===== config.mk =====
export PLATFORM = sky130hd
export DESIGN_NAME = length_marked_record_deframer_core
export DESIGN_NICKNAME = d
export VERILOG_FILES = /design/src/rtl/lmrd_pkg.sv /design/src/rtl/length_marked_record_deframer_core.sv
export SDC_FILE = /design/constraint.sdc
export NUM_CORES = 1
export LEC_CHECK = 0
export CORE_UTILIZATION = 30
export CTS_CLUSTER_DIAMETER = 150
export CTS_CLUSTER_SIZE = 20
export DETAILED_ROUTE_END_ITERATION = 8
export DONT_BUFFER_PORTS = 1
export PLACE_DENSITY_LB_ADDON = 0.05
export SETUP_SLACK_MARGIN = 0.3
export SLEW_MARGIN = 20
export SYNTH_ARGS = -nofsm -noshare
export SYNTH_HDL_FRONTEND = slang
export SYNTH_SLANG_ARGS = --single-unit

===== constraint.sdc =====
create_clock -name clk -period 5.9 [get_ports clk]
set_clock_uncertainty 0.15 [all_clocks]
set_input_delay 0.59 -clock clk [delete_from_list [all_inputs] [get_ports clk]]
set_output_delay 0.59 -clock clk [all_outputs]
set_load 0.05 [all_outputs]

===== src/rtl/lmrd_pkg.sv =====
// lmrd_pkg: shared widths, codes, result record and marker helpers
// for the length-marked record deframer
// no dependencies
package lmrd_pkg;

  // reported length width and the saturation width of the length field
  localparam int LEN_W       = 31;
  localparam int LENGTH_BITS = 31;
  localparam int MARK_W      = 64;
  localparam int CNT_W       = 3;

  // configuration register indexes
  localparam logic [1:0] CFG_MARKER_MODE = 2'd0;
  localparam logic [1:0] CFG_MARKER_SWAP = 2'd1;
  localparam logic [1:0] CFG_MAX_RECORD  = 2'd2;

  // marker modes (upper bit set means no markers)
  localparam logic [1:0] MODE_FOUR  = 2'd0;
  localparam logic [1:0] MODE_EIGHT = 2'd1;

  // result kinds
  localparam logic [1:0] KIND_PAYLOAD = 2'd0;
  localparam logic [1:0] KIND_END     = 2'd1;
  localparam logic [1:0] KIND_TRUNC   = 2'd2;

  // end status codes
  localparam logic [1:0] ST_OK       = 2'd0;
  localparam logic [1:0] ST_MISMATCH = 2'd1;
  localparam logic [1:0] ST_TOO_LONG = 2'd2;

  // framer phases
  localparam logic [1:0] PH_HEAD = 2'd0;
  localparam logic [1:0] PH_PAY  = 2'd1;
  localparam logic [1:0] PH_TAIL = 2'd2;
  localparam logic [1:0] PH_HALT = 2'd3;

  localparam logic [LEN_W-1:0] MAX_RECORD_RESET = LEN_W'(10000);

  typedef struct packed {
    logic [1:0]       kind;
    logic [7:0]       data;
    logic [LEN_W-1:0] length;
    logic [1:0]       status;
    logic             last;
  } result_t;

  // saturate a marker value to the length field and cut to the port width
  function automatic logic [LEN_W-1:0] len_report(input logic [MARK_W-1:0] v);
    logic [MARK_W-1:0] lim;
    lim = {MARK_W{1'b1}} >> (MARK_W - LENGTH_BITS);
    if (v > lim) begin
      return lim[LEN_W-1:0];
    end
    return v[LEN_W-1:0];
  endfunction

  // accumulate one marker byte, little-endian or byte-swapped
  function automatic logic [MARK_W-1:0] shift_in(input logic [MARK_W-1:0] acc,
                                                 input logic [CNT_W-1:0]  cnt,
                                                 input logic [7:0]        b,
                                                 input logic              swap);
    logic [MARK_W-1:0] wide;
    wide = {{(MARK_W-8){1'b0}}, b};
    if (swap) begin
      return {acc[MARK_W-9:0], b};
    end
    return acc | (wide << {cnt, 3'b000});
  endfunction

endpackage


===== src/rtl/length_marked_record_deframer_core.sv =====
// length_marked_record_deframer_core: top level of the record deframer
// strips length markers from a byte stream, emits payload bytes and record ends
// depends on lmrd_pkg
//
//  channel | direction | transfer when          | carries
//  --------+-----------+------------------------+---------------------------------------
//  in      | sink      | in_valid & in_ready    | stream_byte, stream_end
//  out     | source    | out_valid & out_ready  | result_kind, payload_byte,
//          |           |                        | record_length, end_status, run_last
//  cfg     | sink      | cfg_valid & cfg_ready  | cfg_index, cfg_data (cfg_ready is 1)
//
// one input byte per cycle while out_ready is high; a byte that yields two results
// (payload plus record end) holds the next byte while the result register drains
// a byte is taken into the input register, evaluated into the two-entry result
// register once that can load, and shown on out from there
// rst (synchronous) clears the framer to the header phase and restores register defaults
// a stalled out side fills the result register and then the input register,
// after which in_ready drops
module length_marked_record_deframer_core (
  input  logic                        clk,
  input  logic                        rst,
  // input stream
  input  logic                        in_valid,
  output logic                        in_ready,
  input  logic [7:0]                  stream_byte,
  input  logic                        stream_end,
  // results
  output logic                        out_valid,
  input  logic                        out_ready,
  output logic [1:0]                  result_kind,
  output logic [7:0]                  payload_byte,
  output logic [lmrd_pkg::LEN_W-1:0]  record_length,
  output logic [1:0]                  end_status,
  output logic                        run_last,
  // configuration writes
  input  logic                        cfg_valid,
  output logic                        cfg_ready,
  input  logic [1:0]                  cfg_index,
  input  logic [lmrd_pkg::LEN_W-1:0]  cfg_data
);

  // configuration registers
  logic [1:0]                   marker_mode;
  logic                         marker_swap;
  logic [lmrd_pkg::LEN_W-1:0]   max_record_bytes;

  // framer state
  logic [1:0]                   phase, phase_next;
  logic [lmrd_pkg::CNT_W-1:0]   marker_byte_count, cnt_next;
  logic [lmrd_pkg::MARK_W-1:0]  head_marker, head_next;
  logic [lmrd_pkg::MARK_W-1:0]  tail_marker, tail_next;
  logic [lmrd_pkg::LEN_W-1:0]   payload_left, left_next;

  // input register
  logic                         in_full;
  logic [7:0]                   in_byte;
  logic                         in_end;

  // result register
  lmrd_pkg::result_t            slot0, slot1;
  logic [1:0]                   res_cnt;

  // evaluation outputs
  lmrd_pkg::result_t            res_a, res_b;
  logic [1:0]                   res_n;
  logic                         no_marker;
  logic                         marker_done;
  logic [lmrd_pkg::MARK_W-1:0]  shifted;
  logic [lmrd_pkg::LEN_W-1:0]   nm_len;
  logic [lmrd_pkg::LEN_W-1:0]   left_dec;
  lmrd_pkg::result_t            trunc_res;

  logic                         can_load;
  logic                         fire;
  logic                         out_xfer;

  // handshake
  assign cfg_ready = 1'b1;
  assign out_valid = (res_cnt != 2'd0);
  assign out_xfer  = out_valid && out_ready;
  assign can_load  = (res_cnt == 2'd0) || ((res_cnt == 2'd1) && out_ready);
  assign fire      = in_full && can_load;
  assign in_ready  = !in_full || fire;

  assign no_marker = marker_mode[1];
  assign nm_len    = (max_record_bytes == '0) ? lmrd_pkg::LEN_W'(1) : max_record_bytes;

  // configuration writes
  always_ff @(posedge clk) begin
    if (rst) begin
      marker_mode      <= lmrd_pkg::MODE_FOUR;
      marker_swap      <= 1'b0;
      max_record_bytes <= lmrd_pkg::MAX_RECORD_RESET;
    end else if (cfg_valid) begin
      unique case (cfg_index)
        lmrd_pkg::CFG_MARKER_MODE: marker_mode      <= cfg_data[1:0];
        lmrd_pkg::CFG_MARKER_SWAP: marker_swap      <= cfg_data[0];
        lmrd_pkg::CFG_MAX_RECORD:  max_record_bytes <= cfg_data;
        default: ;
      endcase
    end
  end

  // input register
  always_ff @(posedge clk) begin
    if (rst) begin
      in_full <= 1'b0;
    end else if (in_valid && in_ready) begin
      in_full <= 1'b1;
    end else if (fire) begin
      in_full <= 1'b0;
    end
    if (in_valid && in_ready) begin
      in_byte <= stream_byte;
      in_end  <= stream_end;
    end
  end

  // one byte through the framer: next state and up to two results
  always_comb begin
    phase_next  = phase;
    cnt_next    = marker_byte_count;
    head_next   = head_marker;
    tail_next   = tail_marker;
    left_next   = payload_left;
    res_a       = '0;
    res_b       = '0;
    res_n       = 2'd0;
    shifted     = '0;
    marker_done = 1'b0;
    left_dec    = '0;
    trunc_res   = '0;
    if (phase != lmrd_pkg::PH_HALT) begin
      // no-marker mode opens a full-length record at once
      if (no_marker && phase != lmrd_pkg::PH_PAY) begin
        head_next  = {{(lmrd_pkg::MARK_W-lmrd_pkg::LEN_W){1'b0}}, nm_len};
        left_next  = nm_len;
        cnt_next   = '0;
        phase_next = lmrd_pkg::PH_PAY;
      end
      marker_done = (marker_mode == lmrd_pkg::MODE_EIGHT) ?
                    (cnt_next == lmrd_pkg::CNT_W'(7)) : (cnt_next >= lmrd_pkg::CNT_W'(3));
      unique case (phase_next)
        lmrd_pkg::PH_HEAD: begin
          shifted   = lmrd_pkg::shift_in(head_next, cnt_next, in_byte, marker_swap);
          head_next = shifted;
          if (marker_done) begin
            cnt_next  = '0;
            tail_next = '0;
            if (shifted > {{(lmrd_pkg::MARK_W-lmrd_pkg::LEN_W){1'b0}}, max_record_bytes}) begin
              res_a.kind   = lmrd_pkg::KIND_END;
              res_a.length = lmrd_pkg::len_report(shifted);
              res_a.status = lmrd_pkg::ST_TOO_LONG;
              res_n        = 2'd1;
              phase_next   = lmrd_pkg::PH_HALT;
            end else if (shifted == '0) begin
              phase_next = lmrd_pkg::PH_TAIL;
            end else begin
              left_next  = shifted[lmrd_pkg::LEN_W-1:0];
              phase_next = lmrd_pkg::PH_PAY;
            end
          end else begin
            cnt_next = cnt_next + lmrd_pkg::CNT_W'(1);
          end
        end
        lmrd_pkg::PH_TAIL: begin
          shifted   = lmrd_pkg::shift_in(tail_next, cnt_next, in_byte, marker_swap);
          tail_next = shifted;
          if (marker_done) begin
            res_a.kind   = lmrd_pkg::KIND_END;
            res_a.length = lmrd_pkg::len_report(head_next);
            res_a.status = (shifted == head_next) ? lmrd_pkg::ST_OK : lmrd_pkg::ST_MISMATCH;
            res_n        = 2'd1;
            phase_next   = lmrd_pkg::PH_HEAD;
            cnt_next     = '0;
            head_next    = '0;
            tail_next    = '0;
            left_next    = '0;
          end else begin
            cnt_next = cnt_next + lmrd_pkg::CNT_W'(1);
          end
        end
        lmrd_pkg::PH_PAY: begin
          res_a.kind = lmrd_pkg::KIND_PAYLOAD;
          res_a.data = in_byte;
          res_n      = 2'd1;
          left_dec   = (left_next == '0) ? '0 : left_next - lmrd_pkg::LEN_W'(1);
          left_next  = left_dec;
          if (left_dec == '0) begin
            if (no_marker) begin
              res_b.kind   = lmrd_pkg::KIND_END;
              res_b.length = lmrd_pkg::len_report(head_next);
              res_b.status = lmrd_pkg::ST_OK;
              res_n        = 2'd2;
              phase_next   = lmrd_pkg::PH_HEAD;
              cnt_next     = '0;
              head_next    = '0;
              tail_next    = '0;
              left_next    = '0;
            end else begin
              phase_next = lmrd_pkg::PH_TAIL;
              cnt_next   = '0;
              tail_next  = '0;
            end
          end
        end
        default: ;
      endcase
      // stream ends inside an open record
      if (in_end && phase_next != lmrd_pkg::PH_HALT &&
          !(phase_next == lmrd_pkg::PH_HEAD && cnt_next == '0)) begin
        trunc_res.kind   = lmrd_pkg::KIND_TRUNC;
        trunc_res.length = (phase_next == lmrd_pkg::PH_HEAD) ? '0 :
                           lmrd_pkg::len_report(head_next);
        if (res_n == 2'd0) begin
          res_a = trunc_res;
        end else begin
          res_b = trunc_res;
        end
        res_n      = res_n + 2'd1;
        phase_next = lmrd_pkg::PH_HEAD;
        cnt_next   = '0;
        head_next  = '0;
        tail_next  = '0;
        left_next  = '0;
      end
      // mark the last result of this byte
      if (res_n == 2'd1) begin
        res_a.last = 1'b1;
      end else if (res_n == 2'd2) begin
        res_b.last = 1'b1;
      end
    end
  end

  // framer state update
  always_ff @(posedge clk) begin
    if (rst) begin
      phase             <= lmrd_pkg::PH_HEAD;
      marker_byte_count <= '0;
      head_marker       <= '0;
      tail_marker       <= '0;
      payload_left      <= '0;
    end else if (fire) begin
      phase             <= phase_next;
      marker_byte_count <= cnt_next;
      head_marker       <= head_next;
      tail_marker       <= tail_next;
      payload_left      <= left_next;
    end
  end

  // result register: two entries, slot0 is shown
  always_ff @(posedge clk) begin
    if (rst) begin
      res_cnt <= 2'd0;
    end else if (fire) begin
      slot0   <= res_a;
      slot1   <= res_b;
      res_cnt <= res_n;
    end else if (out_xfer) begin
      slot0   <= slot1;
      res_cnt <= res_cnt - 2'd1;
    end
  end

  // result ports
  assign result_kind   = slot0.kind;
  assign payload_byte  = slot0.data;
  assign record_length = slot0.length;
  assign end_status    = slot0.status;
  assign run_last      = slot0.last;

endmodule


==> results.json <==
{
  "cts_buffers": 19,
  "finalCritPeriodShare_pct": 95.8,
  "finalSetupViolCount": 0,
  "multiInputGateArea_um2": 12800,
  "ys_seq_area_share_pct": 33.7,
  "yosysWarningCount": 0,
  "synth_cell_types": 99,
  "synth_seq_cells": 288,
  "clockRootBuffer": "clkbuf_16",
  "power.switching_w": 0.00237,
  "io_pins": 94,
  "core_area_um2": 64700,
  "rows": 93,
  "cts_buffer_depth": 3,
  "initial_core_util_pct": 30.5,
  "crit_arrival_ps": 5810,
  "drive_gt1_share_pct": 24.3,
  "hp-class": "input port to flop",
  "htree_levels": 1,
  "worst_slew_pin_slew_ps": 1090,
  "dr.pass1.iters": 5,
  "synth.largest_area_cell": "dfxtp_1",
  "regArea_um2": 6660,
  "swShare_pct": 40.0,
  "cp.required_ps": 6060,
  "synthesis.area_um2": 19700,
  "synth-edff-count": 87,
  "comb_power_share_pct": 36.3,
  "power_density_nw_per_um2": 229,
  "syn_nets": 2591,
  "dieArea_um2": 66800,
  "slowest_stage": "or4_1",
  "fmax_mhz": 177,
  "cts_sinks": 288,
  "start_kind": "flop",
  "hpwlAfterDp_mm": 94.3,
  "whs_ps": 5.93,
  "holdPathStages": 2,
  "drt_wl_total_mm": 126,
  "ys.flop_type": "dfxtp_1",
  "drc": 0,
  "clk_pin_slew_worst_paths_ps": 100,
  "die_w_um": 258,
  "cp_max_fo": 22,
  "drv_slew": 0,
  "viasPerCell": 6.33,
  "setup_tns_ps": 0,
  "relSlewSlack_pct": 27.5,
  "grt_use_total_pct": 35.9,
  "critPathKind": "flop to flop",
  "synth_cells": 2505,
  "dp_slack_ps": -419,
  "timing_hold_violations_final": 0,
  "finish.instance_area_um2": 25800,
  "path_common_cell": "buf_4",
  "dieHeight_um": 258,
  "cts_tree": "built",
  "seq_power_share_pct": 39.1,
  "dr_total_vias": 23275,
  "status": "completed",
  "grt.overflow.total": 0,
  "synth_top_area_share_pct": 20.4,
  "grt_max_degree": 68,
  "nFillCells": 6843,
  "finalWorstSetupSlack_ps": 250,
  "grt_pass1_wl_mm": 172,
  "worst_r2r_path_depth": 19,
  "post-route-util_pct": 39.9,
  "clkPwrFrac_pct": 24.6,
  "slowest_delay_ps": 610,
  "grt_setup_unrepaired": "true",
  "cap_violations": 0,
  "nets": 2894,
  "intPower_w": 0.00356,
  "cp_cell_sequence": "nand2b_4 > buf_4 > buf_12 > a2111oi_4 > o211ai_2 > or4_1 > nor2_1 > buf_4 > mux2i_1 > or4b_1 > buf_4 > a21boi_4 > or4b_4 > nor3_4 > or2_4 > or3_4 > buf_12 > buf_16 > o221ai_4",
  "synthTopCellsByArea": "dfxtp_1 20%, edfxtp_1 13%, a21oi_1 7.9%, nand2_1 5.6%, a22o_1 4.4%",
  "end_kind": "flop",
  "clk_latency_ps": 600,
  "ir_worst_vdd_v": 0.000201,
  "port_buffers": 0,
  "async_flop_share_pct": 0,
  "detail_route.wl_per_cell_um": 34.4,
  "antenna_found_initial": 7,
  "antenna_left": 0,
  "syn_avg_cell_area_um2": 7.87,
  "areaGrowthSynthToFinish_pct": 31.0,
  "grt_pass1_vias": 21712,
  "gp_congestion": 1.04,
  "p_leak_nw": 10.1,
  "placed_cell_area_um2": 23300,
  "period_minus_slack_ps": 5650,
  "drtIter0Drc": 2778
}
[power groups by stage]
stage / sequential (W) / clock, W / combinational, W
floorplan: 0.00232 / 0 / 0.000958
global placement: 0.00236 / 0 / 0.00190
detailed placement: 0.00236 / 0 / 0.00189
CTS: 0.00231 / 0.00149 / 0.00199
global route: 0.00232 / 0.00155 / 0.00223
finish: 0.00232 / 0.00146 / 0.00215
[per-layer routing]
layer	wire, µm	vias up	track usage, %
met3	9620	318	5.62
met4	8610	6	19.1
met2	56000	1252	57.7
met1	52100	11645	46.2
li1	-	10054	-
met5	39	-	0
[synth_stat cells (all sizes together), types with 19 or more instances]
cell type and count:
a211oi 42, a21o 19, a21oi 316, a22o 98, a22oi 24, a31oi 39
and2 23, buf 69, clkbuf 149, dfxtp 201, edfxtp 87, ha 39
inv 87, nand2 296, nand3 54, nand4 28, nor2 182, nor3 68
nor4 35, o21ai 168, o221ai 45, o22ai 39, o2bb2ai 44, or3 20
xnor2 36
[sequential cells by signal, summed over array words and instances, names as in the netlist, 3 cells and up]
name               count
max_record_bytes      31
marker_byte_count      3
record_length         31
tail_marker           64
slot1                 34
head_marker           64
payload_byte           8
payload_left          31
in_byte                8
[worst max-delay path: cells and delay by family, from the launching register on]
family	cells	cell delay, ps
AO/OA/AOI/OAI	4	1000
buffers and inverters	6	930
flip-flops	1	370
multiplexers	1	220
AND/OR/NAND/NOR	8	2700
[cells by family after synthesis]
family                     count (synthesis)  synth area share (%)
xor gates and xnor gates                  53                  2.35
other                                      1                0.0190
DFF                                      288                  33.7
AOI/OAI and AO/OA                       1009                  35.2
adders and majority gates                 39                  2.47
muxes                                     15                 0.768
and+or+nand+nor                          795                  19.2
buffers and inverters                    305                  6.29
[path summary, 6_finish.rpt]
kind | start | slack (ps) | end
hold / removal | cfg_data[26] | 6 | max_record_bytes[26]$_SDFFE_PP0P_
setup / recovery | phase[1]$_SDFFE_PP0P_ | 250 | record_length[11]$_DFFE_PP_
setup reg to reg | phase[1]$_SDFFE_PP0P_ | 250 | record_length[11]$_DFFE_PP_
hold reg to reg | tail_marker[60]$_SDFFE_PP0P_ | 310 | tail_marker[60]$_SDFFE_PP0P_
[final cells by class]
type | count | area share, %
clock buffer | 27 | 1.96
tap | 855 | 4.14
inverter | 87 | 1.27
clock inverter | 4 | 0.174
antenna | 2 | 0.0194
multi-input combinational | 1915 | 49.4
timing repair buffer | 497 | 17.2
sequential | 288 | 25.8
[layout by cell type, fill, tap and decap left out, types with 18 or more instances in the layout]
master,Yosys,routed
inv_1,87,84
nor2_1,180,173
o22ai_1,39,37
nand3_1,54,51
nand2_1,296,293
o221ai_2,29,28
dfxtp_1,201,191
o21ai_0,153,147
buf_4,7,409
nand4_1,28,28
a21oi_1,313,294
xnor2_1,36,35
a31oi_1,39,39
a21o_1,19,18
edfxtp_1,87,87
clkbuf_16,0,29
a22o_1,98,96
a22oi_1,24,22
nor4_1,33,27
dlygate4sd3_1,0,33
a211oi_1,41,27
and2_1,23,21
ha_1,39,37
nor3_1,66,54
buf_12,0,25
o2bb2ai_1,44,36
[through the flow]
step                      cells  total power [W]
after global routing       3673          0.00610
after detailed placement   3551          0.00425
after global placement     3551          0.00425
final                      3675          0.00593
after floorplan            2505          0.00328
after CTS                  3640          0.00579
[repair_timing]
| item | 4_1_cts | 5_1_grt |
|---|---|---|
| endpoints found under the setup margin | 239 | 235 |
| pin swaps | 24 | 50 |
| hold endpoints to repair | 72 | 0 |
| gates resized for setup | 79 | 102 |
| setup buffers | 21 | 17 |
| hold buffers | 34 | 0 |
| cloned | 3 | 16 |
Note: power is estimated with default switching activity, not from simulation.
